==> config.mk <==
export PLATFORM = sky130hd
export DESIGN_NAME = unix_time_to_calendar_core
export DESIGN_NICKNAME = d
export VERILOG_FILES = /design/src/rtl/uttc_pkg.sv /design/src/rtl/uttc_ctrl.sv /design/src/rtl/uttc_datapath.sv /design/src/rtl/unix_time_to_calendar_core.sv
export SDC_FILE = /design/constraint.sdc
export NUM_CORES = 2
export LEC_CHECK = 0
export ABC_AREA = 1
export CORE_MARGIN = 2
export CORE_UTILIZATION = 25
export DETAILED_ROUTE_END_ITERATION = 10
export DONT_BUFFER_PORTS = 1
export GPL_ROUTABILITY_DRIVEN = 0
export PLACE_DENSITY = 0.46
export SETUP_SLACK_MARGIN = 0.3
export SYNTH_ARGS = -nofsm -noshare
export SYNTH_HDL_FRONTEND = slang
export SYNTH_SLANG_ARGS = --single-unit
==> constraint.sdc <==
create_clock -name clock -period 8.1 [get_ports clock]
set_clock_uncertainty 0.2 [all_clocks]
set_input_delay 2.025 -clock clock [delete_from_list [all_inputs] [get_ports clock]]
set_output_delay 2.025 -clock clock [all_outputs]
set_load 0.02 [all_outputs]
==> src/rtl/uttc_pkg.sv <==
// shared types, constants and calendar helpers for the timestamp-to-calendar block
package uttc_pkg;

   // divider operand widths
   localparam int DIVIDEND_W = 32;
   localparam int DIVISOR_W  = 17;

   // field widths
   localparam int DAYS_W  = 16;
   localparam int YEAR_W  = 12;
   localparam int DOY_W   = 9;

   // reciprocal multiplier widths: shifted dividend, magic constant, product; remainder product
   localparam int RECIP_W    = 25;
   localparam int MAGIC_W    = 26;
   localparam int PROD_W     = RECIP_W + MAGIC_W;
   localparam int REM_PROD_W = DAYS_W + DIVISOR_W;

   // quotient by reciprocal: ((dividend >> pre) * magic) >> post
   // seconds per day is 128 * 675, 60 is 4 * 15
   localparam int               DAY_PRE    = 7;
   localparam logic [MAGIC_W-1:0] DAY_MAGIC  = 26'd50903317;
   localparam int               DAY_POST   = 35;
   localparam int               SIXTY_PRE  = 2;
   localparam logic [MAGIC_W-1:0] SOD_MAGIC  = 26'd34953;
   localparam int               SOD_POST   = 19;
   localparam logic [MAGIC_W-1:0] MINS_MAGIC = 26'd547;
   localparam int               MINS_POST  = 13;
   localparam logic [MAGIC_W-1:0] WEEK_MAGIC = 26'd74899;
   localparam int               WEEK_POST  = 19;

   // time and calendar constants
   localparam logic [DIVISOR_W-1:0] SECS_PER_DAY   = 17'd86400;
   localparam logic [DIVISOR_W-1:0] SECS_PER_MIN   = 17'd60;
   localparam logic [DIVISOR_W-1:0] MINS_PER_HOUR  = 17'd60;
   localparam logic [DIVISOR_W-1:0] DAYS_PER_WEEK  = 17'd7;
   localparam logic [DIVISOR_W-1:0] EPOCH_WEEKDAY  = 17'd4;
   localparam logic [YEAR_W-1:0]    EPOCH_YEAR     = 12'd1970;
   localparam logic [YEAR_W-1:0]    NON_LEAP_CENT  = 12'd2100;
   localparam logic [DOY_W-1:0]     DAYS_LEAP      = 9'd366;
   localparam logic [DOY_W-1:0]     DAYS_COMMON    = 9'd365;
   localparam logic [DAYS_W-1:0]    LEAP_DAY_INDEX = 16'd59;
   localparam logic [3:0]           MONTH_LAST     = 4'd11;
   localparam logic [3:0]           FEBRUARY       = 4'd2;
   localparam logic [4:0]           LEAP_DAY_MDAY  = 5'd29;

   // which division the shared divider is running
   typedef enum logic [1:0] {
      SEL_DAY  = 2'd0,  // timestamp / seconds per day
      SEL_SEC  = 2'd1,  // seconds of day / 60
      SEL_MIN  = 2'd2,  // minutes of day / 60
      SEL_WEEK = 2'd3   // (days + 4) mod 7
   } div_sel_type;

   // controller to datapath
   typedef struct packed {
      logic        div_init;
      div_sel_type init_sel;
      logic        div_step;
      logic        div_capture;
      div_sel_type div_sel;
      logic        year_step;
      logic        month_init;
      logic        month_step;
      logic        result_load;
   } cmd_type;

   // datapath to controller
   typedef struct packed {
      logic year_done;
      logic month_done;
   } status_type;

   // gregorian leap rule over 1970..2106: 2000 is leap, 2100 is the one
   // century in range that is not
   function automatic logic is_leap(input logic [YEAR_W-1:0] y);
      return (y[1:0] == 2'b00) && (y != NON_LEAP_CENT);
   endfunction

   // day index of the first day of each month, non-leap year
   function automatic logic [DOY_W-1:0] month_start(input logic [3:0] m);
      logic [DOY_W-1:0] r;
      case (m)
         4'd0:    r = 9'd0;
         4'd1:    r = 9'd31;
         4'd2:    r = 9'd59;
         4'd3:    r = 9'd90;
         4'd4:    r = 9'd120;
         4'd5:    r = 9'd151;
         4'd6:    r = 9'd181;
         4'd7:    r = 9'd212;
         4'd8:    r = 9'd243;
         4'd9:    r = 9'd273;
         4'd10:   r = 9'd304;
         4'd11:   r = 9'd334;
         default: r = 9'd0;
      endcase
      return r;
   endfunction

endpackage

==> src/rtl/uttc_ctrl.sv <==
// sequencing controller for the timestamp-to-calendar block
module uttc_ctrl (
   input  logic                clock,
   input  logic                reset,
   input  logic                start,
   output logic                busy,
   output logic                done,
   output uttc_pkg::cmd_type   cmd,
   input  uttc_pkg::status_type status
);
   import uttc_pkg::*;

   typedef enum logic [2:0] {
      ST_IDLE,
      ST_DIV_STEP,
      ST_DIV_DONE,
      ST_YEAR,
      ST_MONTH_FIX,
      ST_MONTH_SEARCH,
      ST_FINISH
   } state_type;

   state_type                state_ff;
   div_sel_type              sel_ff;
   logic                     busy_ff;
   logic                     done_ff;
   div_sel_type              next_sel;

   // order of the four divisions
   always_comb begin
      case (sel_ff)
         SEL_DAY: next_sel = SEL_SEC;
         SEL_SEC: next_sel = SEL_MIN;
         SEL_MIN: next_sel = SEL_WEEK;
         default: next_sel = SEL_DAY;
      endcase
   end

   // command decode
   always_comb begin
      cmd          = '0;
      cmd.div_sel  = sel_ff;
      cmd.init_sel = SEL_DAY;
      case (state_ff)
         ST_IDLE: begin
            cmd.div_init = start;
         end
         ST_DIV_STEP: begin
            cmd.div_step = 1'b1;
         end
         ST_DIV_DONE: begin
            cmd.div_capture = 1'b1;
            cmd.div_init    = (sel_ff != SEL_WEEK);
            cmd.init_sel    = next_sel;
         end
         ST_YEAR: begin
            cmd.year_step = !status.year_done;
         end
         ST_MONTH_FIX: begin
            cmd.month_init = 1'b1;
         end
         ST_MONTH_SEARCH: begin
            cmd.month_step = !status.month_done;
         end
         ST_FINISH: begin
            cmd.result_load = 1'b1;
         end
         default: begin
            cmd = '0;
         end
      endcase
   end

   // state and registered outputs
   always_ff @(posedge clock) begin
      if (reset) begin
         state_ff <= ST_IDLE;
         sel_ff   <= SEL_DAY;
         busy_ff  <= 1'b0;
         done_ff  <= 1'b0;
      end else begin
         done_ff <= 1'b0;
         case (state_ff)
            ST_IDLE: begin
               if (start) begin
                  state_ff <= ST_DIV_STEP;
                  sel_ff   <= SEL_DAY;
                  busy_ff  <= 1'b1;
               end
            end
            ST_DIV_STEP: begin
               state_ff <= ST_DIV_DONE;
            end
            ST_DIV_DONE: begin
               sel_ff <= next_sel;
               if (sel_ff == SEL_WEEK) begin
                  state_ff <= ST_YEAR;
               end else begin
                  state_ff <= ST_DIV_STEP;
               end
            end
            ST_YEAR: begin
               if (status.year_done) begin
                  state_ff <= ST_MONTH_FIX;
               end
            end
            ST_MONTH_FIX: begin
               state_ff <= ST_MONTH_SEARCH;
            end
            ST_MONTH_SEARCH: begin
               if (status.month_done) begin
                  state_ff <= ST_FINISH;
               end
            end
            ST_FINISH: begin
               state_ff <= ST_IDLE;
               busy_ff  <= 1'b0;
               done_ff  <= 1'b1;
            end
            default: begin
               state_ff <= ST_IDLE;
               busy_ff  <= 1'b0;
            end
         endcase
      end
   end

   assign busy = busy_ff;
   assign done = done_ff;

endmodule

==> src/rtl/uttc_datapath.sv <==
// shared reciprocal divider, year and month search, result registers
module uttc_datapath (
   input  logic                  clock,
   input  uttc_pkg::cmd_type     cmd,
   output uttc_pkg::status_type  status,
   input  logic [31:0]           req_unix_seconds,
   output logic [11:0]           rsp_year,
   output logic [3:0]            rsp_month,
   output logic [4:0]            rsp_day_of_month,
   output logic [2:0]            rsp_weekday,
   output logic [4:0]            rsp_hour,
   output logic [5:0]            rsp_minute,
   output logic [5:0]            rsp_second
);
   import uttc_pkg::*;

   // divider
   logic [DIVIDEND_W-1:0] dvd_ff;
   logic [DAYS_W-1:0]     quo_ff;
   logic [DIVIDEND_W-1:0] dividend_in;
   logic [DIVISOR_W-1:0]  divisor;
   logic [RECIP_W-1:0]    recip_in;
   logic [MAGIC_W-1:0]    magic;
   logic [PROD_W-1:0]     recip_prod;
   logic [DAYS_W-1:0]     quo_next;
   logic [REM_PROD_W-1:0] rem_prod;
   logic [DIVIDEND_W-1:0] rem_full;

   // intermediate fields
   logic [DAYS_W-1:0]     days_ff;
   logic [5:0]            sec_ff;
   logic [5:0]            min_ff;
   logic [4:0]            hour_ff;
   logic [2:0]            wday_ff;
   logic [YEAR_W-1:0]     year_ff;
   logic [3:0]            mon_ff;
   logic                  feb29_ff;

   // result registers
   logic [11:0]           res_year_ff;
   logic [3:0]            res_month_ff;
   logic [4:0]            res_mday_ff;
   logic [2:0]            res_wday_ff;
   logic [4:0]            res_hour_ff;
   logic [5:0]            res_min_ff;
   logic [5:0]            res_sec_ff;

   logic                  leap;
   logic [DOY_W-1:0]      year_len;
   logic [DOY_W-1:0]      mstart;
   logic [DOY_W-1:0]      mday_full;

   // dividend for the next division: the request timestamp, or a result of an earlier division
   always_comb begin
      case (cmd.init_sel)
         SEL_DAY:  dividend_in = req_unix_seconds;
         SEL_SEC:  dividend_in = rem_full;
         SEL_MIN:  dividend_in = DIVIDEND_W'(quo_ff);
         SEL_WEEK: dividend_in = DIVIDEND_W'({1'b0, days_ff} + EPOCH_WEEKDAY);
         default:  dividend_in = '0;
      endcase
   end

   // divisor of the division in progress
   always_comb begin
      case (cmd.div_sel)
         SEL_DAY:  divisor = SECS_PER_DAY;
         SEL_SEC:  divisor = SECS_PER_MIN;
         SEL_MIN:  divisor = MINS_PER_HOUR;
         SEL_WEEK: divisor = DAYS_PER_WEEK;
         default:  divisor = SECS_PER_DAY;
      endcase
   end

   // reciprocal operands, exact over each dividend's range
   always_comb begin
      case (cmd.div_sel)
         SEL_DAY: begin
            recip_in = RECIP_W'(dvd_ff >> DAY_PRE);
            magic    = DAY_MAGIC;
         end
         SEL_SEC: begin
            recip_in = RECIP_W'(dvd_ff >> SIXTY_PRE);
            magic    = SOD_MAGIC;
         end
         SEL_MIN: begin
            recip_in = RECIP_W'(dvd_ff >> SIXTY_PRE);
            magic    = MINS_MAGIC;
         end
         SEL_WEEK: begin
            recip_in = RECIP_W'(dvd_ff);
            magic    = WEEK_MAGIC;
         end
         default: begin
            recip_in = '0;
            magic    = '0;
         end
      endcase
   end

   assign recip_prod = PROD_W'(recip_in) * PROD_W'(magic);

   // quotient from the high part of the product
   always_comb begin
      case (cmd.div_sel)
         SEL_DAY:  quo_next = DAYS_W'(recip_prod >> DAY_POST);
         SEL_SEC:  quo_next = DAYS_W'(recip_prod >> SOD_POST);
         SEL_MIN:  quo_next = DAYS_W'(recip_prod >> MINS_POST);
         SEL_WEEK: quo_next = DAYS_W'(recip_prod >> WEEK_POST);
         default:  quo_next = '0;
      endcase
   end

   // remainder from the registered quotient
   assign rem_prod = REM_PROD_W'(quo_ff) * REM_PROD_W'(divisor);
   assign rem_full = dvd_ff - rem_prod[DIVIDEND_W-1:0];

   always_ff @(posedge clock) begin
      if (cmd.div_init) begin
         dvd_ff <= dividend_in;
      end
      if (cmd.div_step) begin
         quo_ff <= quo_next;
      end
   end

   // year and month helpers
   assign leap     = is_leap(year_ff);
   assign year_len = leap ? DAYS_LEAP : DAYS_COMMON;
   assign mstart   = month_start(mon_ff);
   assign mday_full = days_ff[DOY_W-1:0] - mstart + 9'd1;

   assign status.year_done  = (days_ff < DAYS_W'(year_len));
   assign status.month_done = feb29_ff || (mon_ff == '0) ||
                              (DAYS_W'(mstart) <= days_ff);

   // capture division results, then walk years and months
   always_ff @(posedge clock) begin
      if (cmd.div_capture) begin
         case (cmd.div_sel)
            SEL_DAY: begin
               days_ff <= quo_ff;
            end
            SEL_SEC: begin
               sec_ff  <= rem_full[5:0];
            end
            SEL_MIN: begin
               min_ff  <= rem_full[5:0];
               hour_ff <= quo_ff[4:0];
            end
            SEL_WEEK: begin
               wday_ff <= rem_full[2:0];
               year_ff <= EPOCH_YEAR;
            end
            default: begin
               wday_ff <= rem_full[2:0];
            end
         endcase
      end else if (cmd.year_step) begin
         days_ff <= days_ff - DAYS_W'(year_len);
         year_ff <= year_ff + YEAR_W'(1);
      end else if (cmd.month_init) begin
         mon_ff   <= MONTH_LAST;
         feb29_ff <= leap && (days_ff == LEAP_DAY_INDEX);
         // days after the leap day line up with the non-leap table
         if (leap && (days_ff > LEAP_DAY_INDEX)) begin
            days_ff <= days_ff - DAYS_W'(1);
         end
      end else if (cmd.month_step) begin
         mon_ff <= mon_ff - 4'd1;
      end
   end

   // result registers
   always_ff @(posedge clock) begin
      if (cmd.result_load) begin
         res_year_ff <= year_ff;
         res_wday_ff <= wday_ff;
         res_hour_ff <= hour_ff;
         res_min_ff  <= min_ff;
         res_sec_ff  <= sec_ff;
         if (feb29_ff) begin
            res_month_ff <= FEBRUARY;
            res_mday_ff  <= LEAP_DAY_MDAY;
         end else begin
            res_month_ff <= mon_ff + 4'd1;
            res_mday_ff  <= mday_full[4:0];
         end
      end
   end

   assign rsp_year         = res_year_ff;
   assign rsp_month        = res_month_ff;
   assign rsp_day_of_month = res_mday_ff;
   assign rsp_weekday      = res_wday_ff;
   assign rsp_hour         = res_hour_ff;
   assign rsp_minute       = res_min_ff;
   assign rsp_second       = res_sec_ff;

endmodule

==> src/rtl/unix_time_to_calendar_core.sv <==
// top level of the unix timestamp to calendar date converter
//
// Usage: drive req_unix_seconds and raise start while busy is low; the
// request is taken at that clock edge and busy rises on the next cycle.
// One request gives one result: year, month, day of month, weekday
// (0 = Sunday), hour, minute and second, shown on the rsp_ ports for
// exactly one cycle with rsp_valid high. The result ports hold their value
// afterwards until the next result is loaded.
// rsp_valid is high in the cycle after busy ends.
// Four divisions by constants (seconds per day, 60, 60, 7) run in turn on a
// shared reciprocal multiplier, each as a quotient step and a remainder
// step; the year loop subtracts one year per cycle and stops when fewer
// days than a year remain; a set-up state prepares the month search, which
// walks the month table one entry per cycle, and a final state loads the
// result.
// One request at a time: busy falls in the cycle rsp_valid is high, and a
// new request can be taken at the end of that cycle.
// Reset (synchronous, active high) returns the controller to idle and
// clears busy and rsp_valid. The receiver cannot stall: each result is
// taken in the cycle it is shown.
module unix_time_to_calendar_core (
   input  logic        clock,
   input  logic        reset,
   input  logic        start,
   output logic        busy,
   input  logic [31:0] req_unix_seconds,
   output logic        rsp_valid,
   output logic [11:0] rsp_year,
   output logic [3:0]  rsp_month,
   output logic [4:0]  rsp_day_of_month,
   output logic [2:0]  rsp_weekday,
   output logic [4:0]  rsp_hour,
   output logic [5:0]  rsp_minute,
   output logic [5:0]  rsp_second
);
   import uttc_pkg::*;

   cmd_type    cmd;
   status_type status;

   // controller
   uttc_ctrl u_ctrl (
      .clock  (clock),
      .reset  (reset),
      .start  (start),
      .busy   (busy),
      .done   (rsp_valid),
      .cmd    (cmd),
      .status (status)
   );

   // datapath
   uttc_datapath u_datapath (
      .clock            (clock),
      .cmd              (cmd),
      .status           (status),
      .req_unix_seconds (req_unix_seconds),
      .rsp_year         (rsp_year),
      .rsp_month        (rsp_month),
      .rsp_day_of_month (rsp_day_of_month),
      .rsp_weekday      (rsp_weekday),
      .rsp_hour         (rsp_hour),
      .rsp_minute       (rsp_minute),
      .rsp_second       (rsp_second)
   );

   // an accepted request makes the block busy
   a_accept_busy: assert property (@(posedge clock) disable iff (reset)
      (start && !busy) |=> busy)
      else $error("busy not raised after request");

   // a result strobe never comes while still busy, and lasts one cycle
   a_valid_idle: assert property (@(posedge clock) disable iff (reset)
      rsp_valid |-> (!busy && !$past(rsp_valid)))
      else $error("result strobe while busy or longer than one cycle");

   // month of a delivered result is a calendar month
   a_month_range: assert property (@(posedge clock) disable iff (reset)
      rsp_valid |-> ((rsp_month >= 4'd1) && (rsp_month <= 4'd12)))
      else $error("month out of range");

   // the year loop only steps while the remaining days are at least a year
   a_year_step: assert property (@(posedge clock) disable iff (reset)
      cmd.year_step |-> !status.year_done)
      else $error("year stepped past the end");

endmodule
==> impl_results.html <==
<table>
<tr><th>Metric</th><th>Value</th></tr>
<tr><th colspan="2">Clocking</th></tr>
<tr><td>Number of buffers inserted by hold repair at cts</td><td>0</td></tr>
<tr><td>Clock transition at path regs</td><td>0.10 ns</td></tr>
<tr><td>Root buffer selected by CTS</td><td>clkbuf_16</td></tr>
<tr><td>Clock buffer count from CTS</td><td>17</td></tr>
<tr><td>Number of clock sinks</td><td>158</td></tr>
<tr><td>Clock tree from TritonCTS</td><td>yes</td></tr>
<tr><td>Latest clock arrival within the worst-skew pair</td><td>0.50 ns</td></tr>
<tr><td>Clock tree buffer depth</td><td>2</td></tr>
<tr><td>H-tree depth</td><td>4</td></tr>
<tr><th colspan="2">Layout</th></tr>
<tr><td>Area of all placed cells without fillers</td><td>38200 um^2</td></tr>
<tr><td>Area of the multi-input gates</td><td>24400 um^2</td></tr>
<tr><td>Layout cells sized above 1</td><td>14.9%</td></tr>
<tr><td>Most frequent cells in the layout</td><td>inv_1, nand2_1, fa_1</td></tr>
<tr><td>Sequential cell area</td><td>4590 um^2</td></tr>
<tr><td>Synthesis-to-layout area growth</td><td>17.9%</td></tr>
<tr><td>Most common cell after layout, fill and taps aside</td><td>inv_1</td></tr>
<tr><td>Nets</td><td>5135</td></tr>
<tr><td>Fillcell total</td><td>14036</td></tr>
<tr><th colspan="2">Critical path</th></tr>
<tr><td>Kind of cell adding the most delay to the critical path</td><td>adder cells</td></tr>
<tr><td>Arrival @ worst endpoint</td><td>7.55 ns</td></tr>
<tr><td>Largest stage delay, worst path</td><td>0.56 ns</td></tr>
<tr><td>Reg2reg path depth</td><td>30</td></tr>
<tr><td>Cell occurring most often along the worst timing path</td><td>fa_1</td></tr>
<tr><td>Crit path buffers/inverters</td><td>7</td></tr>
<tr><td>Startpoint type of the worst setup path</td><td>register</td></tr>
<tr><td>Max FO, Critical Path</td><td>19</td></tr>
<tr><td>Slack of the worst reg-to-reg path</td><td>0.56 ns</td></tr>
<tr><td>Slowest library cell on the worst path</td><td>fa_1</td></tr>
<tr><td>Startpoint of the most critical register-to-register path</td><td>u_ctrl.state_ff[1]$_SDFFE_PP0P_</td></tr>
<tr><td>Start-to-end type of the worst setup path</td><td>register to register</td></tr>
<tr><td>Data required time at the worst endpoint</td><td>8.11 ns</td></tr>
<tr><td>Element type at the critical path end</td><td>register</td></tr>
<tr><td>Capture point of the worst reg-to-reg path</td><td>u_datapath.quo_ff[3]$_DFFE_PP_</td></tr>
<tr><th colspan="2">STA</th></tr>
<tr><td>Period Utilization, post-route</td><td>93.1%</td></tr>
<tr><td>Final Slew Violations</td><td>0</td></tr>
<tr><td>Headroom to the max-slew limit</td><td>26.2%</td></tr>
<tr><td>Clock period minus final worst setup slack</td><td>7.54 ns</td></tr>
<tr><td>Max Fclk</td><td>133 MHz</td></tr>
<tr><td>Actual slew at the worst max-slew pin</td><td>1.10 ns</td></tr>
<tr><td>Unrepaired setup endpoints after global routing</td><td>yes</td></tr>
<tr><td>Final hold viol count</td><td>0</td></tr>
<tr><td>Setup violations, final</td><td>0</td></tr>
<tr><th colspan="2">Drt</th></tr>
<tr><td>Initial detailed-routing violation count</td><td>1748</td></tr>
<tr><td>Average routed wire per standard cell</td><td>18.1 um</td></tr>
<tr><td>Number of optimization iterations in the first detailed-route pass</td><td>6</td></tr>
<tr><td>Detailed-route DRC error count</td><td>0</td></tr>
<tr><td>Wire length reported by the detailed router</td><td>107 mm</td></tr>
<tr><td>DR vias</td><td>25865</td></tr>
<tr><td>Per-cell via count in the routed design</td><td>4.39</td></tr>
<tr><td>Number of nets still failing antenna checks after routing</td><td>0</td></tr>
<tr><th colspan="2">Logic synthesis</th></tr>
<tr><td>Top post-synthesis cells by area</td><td>fa_1, ha_1, edfxtp_1, inv_1, nand2_1</td></tr>
<tr><td>Synth Cell Area</td><td>32400 um^2</td></tr>
<tr><td>Cell type with the highest aggregate area in the netlist</td><td>fa_1</td></tr>
<tr><td>Netlist cell types</td><td>55</td></tr>
<tr><td>Fraction of the yosys area taken by sequential cells</td><td>14.1%</td></tr>
<tr><td>Top cell type's share of synthesized area</td><td>30.4%</td></tr>
<tr><td>Synthesized netlist net count</td><td>4884</td></tr>
<tr><td>Flop and latch count out of synthesis</td><td>158</td></tr>
<tr><td>Synthesized area per cell</td><td>8.36 um^2</td></tr>
<tr><td>Yosys warnings</td><td>0</td></tr>
<tr><td>Gate Count Post-Synth</td><td>3879</td></tr>
<tr><th colspan="2">Die</th></tr>
<tr><td># rows</td><td>132</td></tr>
<tr><td>Placeable core region</td><td>129000 um^2</td></tr>
<tr><td>Initial core utilization</td><td>25.1%</td></tr>
<tr><td>Horizontal extent of the die</td><td>364 um</td></tr>
<tr><td>Die span in y</td><td>364 um</td></tr>
<tr><td>Die Area</td><td>133000 um^2</td></tr>
<tr><td>Number of top-level design ports</td><td>78</td></tr>
<tr><th colspan="2">Status</th></tr>
<tr><td>Result of the run</td><td>finished clean</td></tr>
<tr><th colspan="2">Min path</th></tr>
<tr><td>Hold Path Depth</td><td>0</td></tr>
<tr><td>Hold crit path type</td><td>register to register</td></tr>
<tr><td>Worst hold path endpoint</td><td>u_datapath.rsp_weekday[2]$_DFFE_PP_</td></tr>
<tr><td>Startpoint of the tightest hold check path</td><td>u_datapath.wday_ff[2]$_DFFE_PP_</td></tr>
<tr><th colspan="2">GRT</th></tr>
<tr><td>Antenna violations before repair</td><td>0</td></tr>
<tr><td>Global-route wire length before repair</td><td>163 mm</td></tr>
<tr><td>Largest net degree at the start of global routing</td><td>38</td></tr>
<tr><td>Vias in the first global route</td><td>26546</td></tr>
<tr><td>GRT Total Usage</td><td>16.3%</td></tr>
<tr><td>Total congestion overflow</td><td>0</td></tr>
<tr><th colspan="2">Placed design</th></tr>
<tr><td># port buffers</td><td>0</td></tr>
<tr><td>Total half-perimeter wirelength after legalization and detailed placement</td><td>93.3 mm</td></tr>
<tr><td>Post-DP Area</td><td>36500 um^2</td></tr>
<tr><th colspan="2">Run</th></tr>
<tr><td>Reported max-cap violation count</td><td>0</td></tr>
</table>
-- routing by layer --
| layer | vias up | track usage, % | share of wire, % |
|---|---|---|---|
| met1 | 12707 | 22.5 | 45 |
| li1 | 12435 | - | - |
| met5 | - | 0 | 0 |
| met3 | 100 | 1.68 | 4.8 |
| met4 | 0 | 4.66 | 2.5 |
| met2 | 623 | 27.1 | 47 |
-- state kept, by name, summed over array words and instances, names as in the netlist --
signal / cells
u_datapath.dvd_ff: 32
u_datapath.days_ff: 16
u_datapath.quo_ff: 16
u_datapath.rsp_year: 12
u_datapath.year_ff: 12
u_datapath.mstart: 9
u_datapath.min_ff: 6
u_datapath.rsp_minute: 6
u_datapath.rsp_second: 6
u_datapath.sec_ff: 6
u_datapath.hour_ff: 5
u_datapath.rsp_day_of_month: 5
u_datapath.rsp_hour: 5
u_datapath.mon_ff: 4
u_datapath.rsp_month: 4
u_ctrl.state_ff: 3
u_datapath.rsp_weekday: 3
u_datapath.wday_ff: 3
u_ctrl.sel_ff: 2
u_ctrl.busy: 1
u_ctrl.done: 1
u_datapath.feb29_ff: 1
-- cell usage after synthesis (all sizes together) --
master,n
nand3b,12
or4,1
a32oi,2
a221oi,3
nand4,14
a21oi,132
a21boi,2
o21ai,142
o211ai,11
buf,34
o22ai,1
o221ai,21
o31ai,4
nor2,361
o22a,1
o21bai,11
nand3,132
or2,13
and3,2
ha,477
inv,1080
o2111ai,13
nand2,602
nor3b,1
o21a,16
clkbuf,30
edfxtp,142
o221a,1
xor2,26
nor3,34
a211oi,3
dfxtp,16
xnor2,11
a31oi,18
nor4,9
fa,493
a21o,8
-- how the worst max path moves through the flow --
stage,from,endpoint,slack (ns),depth (start not counted)
floorplan,u_ctrl.state_ff[2]$_SDFFE_PP0P_,u_datapath.quo_ff[7]$_DFFE_PP_,0.36,35
global placement,u_ctrl.state_ff[1]$_SDFFE_PP0P_,u_datapath.quo_ff[3]$_DFFE_PP_,-0.003,30
detailed placement,u_ctrl.state_ff[1]$_SDFFE_PP0P_,u_datapath.quo_ff[0]$_DFFE_PP_,-0.06,32
CTS,u_ctrl.state_ff[1]$_SDFFE_PP0P_,u_datapath.quo_ff[3]$_DFFE_PP_,0.30,31
global route,u_ctrl.state_ff[2]$_SDFFE_PP0P_,u_datapath.quo_ff[12]$_DFFE_PP_,0.24,37
finish,u_ctrl.state_ff[1]$_SDFFE_PP0P_,u_datapath.quo_ff[3]$_DFFE_PP_,0.56,30
-- timing repair --
action                     CTS  global route
buffers inserted             1            17
resized for setup           26           239
hold endpoints to repair     0             0
pin swaps                    4            64
cloned                       0             3
setup endpoints to repair   16            16
-- worst reg2reg max path: cells and delay by family (launching register included) --
| kind | cells | cell delay [ns] |
|---|---|---|
| AOI/OAI and AO/OA | 5 | 0.78 |
| DFF | 1 | 0.36 |
| adders and majority gates | 9 | 4.00 |
| and+or+nand+nor | 9 | 0.95 |
| buffers and inverters | 7 | 0.98 |
-- per-stage QoR --
stage	hold slack (ns)	instances	worst slack (ns)	TNS [ns]	util, %
6_report	0.215	5888	0.555	0	29.6
3_3_place_gp	0.201	5832	-0.00307	-0.00307	28.2
5_1_grt	0.222	5885	0.245	0	29.6
3_5_place_dp	0.205	5832	-0.0605	-0.110	28.2
4_1_cts	0.219	5865	0.302	0	28.8
2_1_floorplan	0.200	3879	0.359	0	-
-- kinds of logic (layout without fill, tap and decap cells) --
| group | after synthesis | after routing | share of synthesized area (%) |
|---|---|---|---|
| adders and majority gates | 970 | 970 | 48.8 |
| DFF | 158 | 158 | 14.1 |
| other | 0 | 3 | 0 |
| AOI/OAI and AO/OA | 389 | 389 | 7.12 |
| and+or+nand+nor | 1181 | 1181 | 15.4 |
| buffers and inverters | 1144 | 1408 | 13.5 |
| xor gates and xnor gates | 37 | 37 | 1.02 |
-- layout make-up --
cell class / instances / share of cell area [%]
sequential: 158 / 12.0
inverter: 1080 / 10.7
clock inverter: 14 / 0.442
clock buffer: 18 / 1.12
antenna: 3 / 0.0196
tap: 1742 / 5.70
timing repair buffer: 296 / 6.31
multi-input combinational: 2577 / 63.8
Power is not shown: default switching activity piles up to over one toggle a cycle in this logic, so the estimate is an artifact.
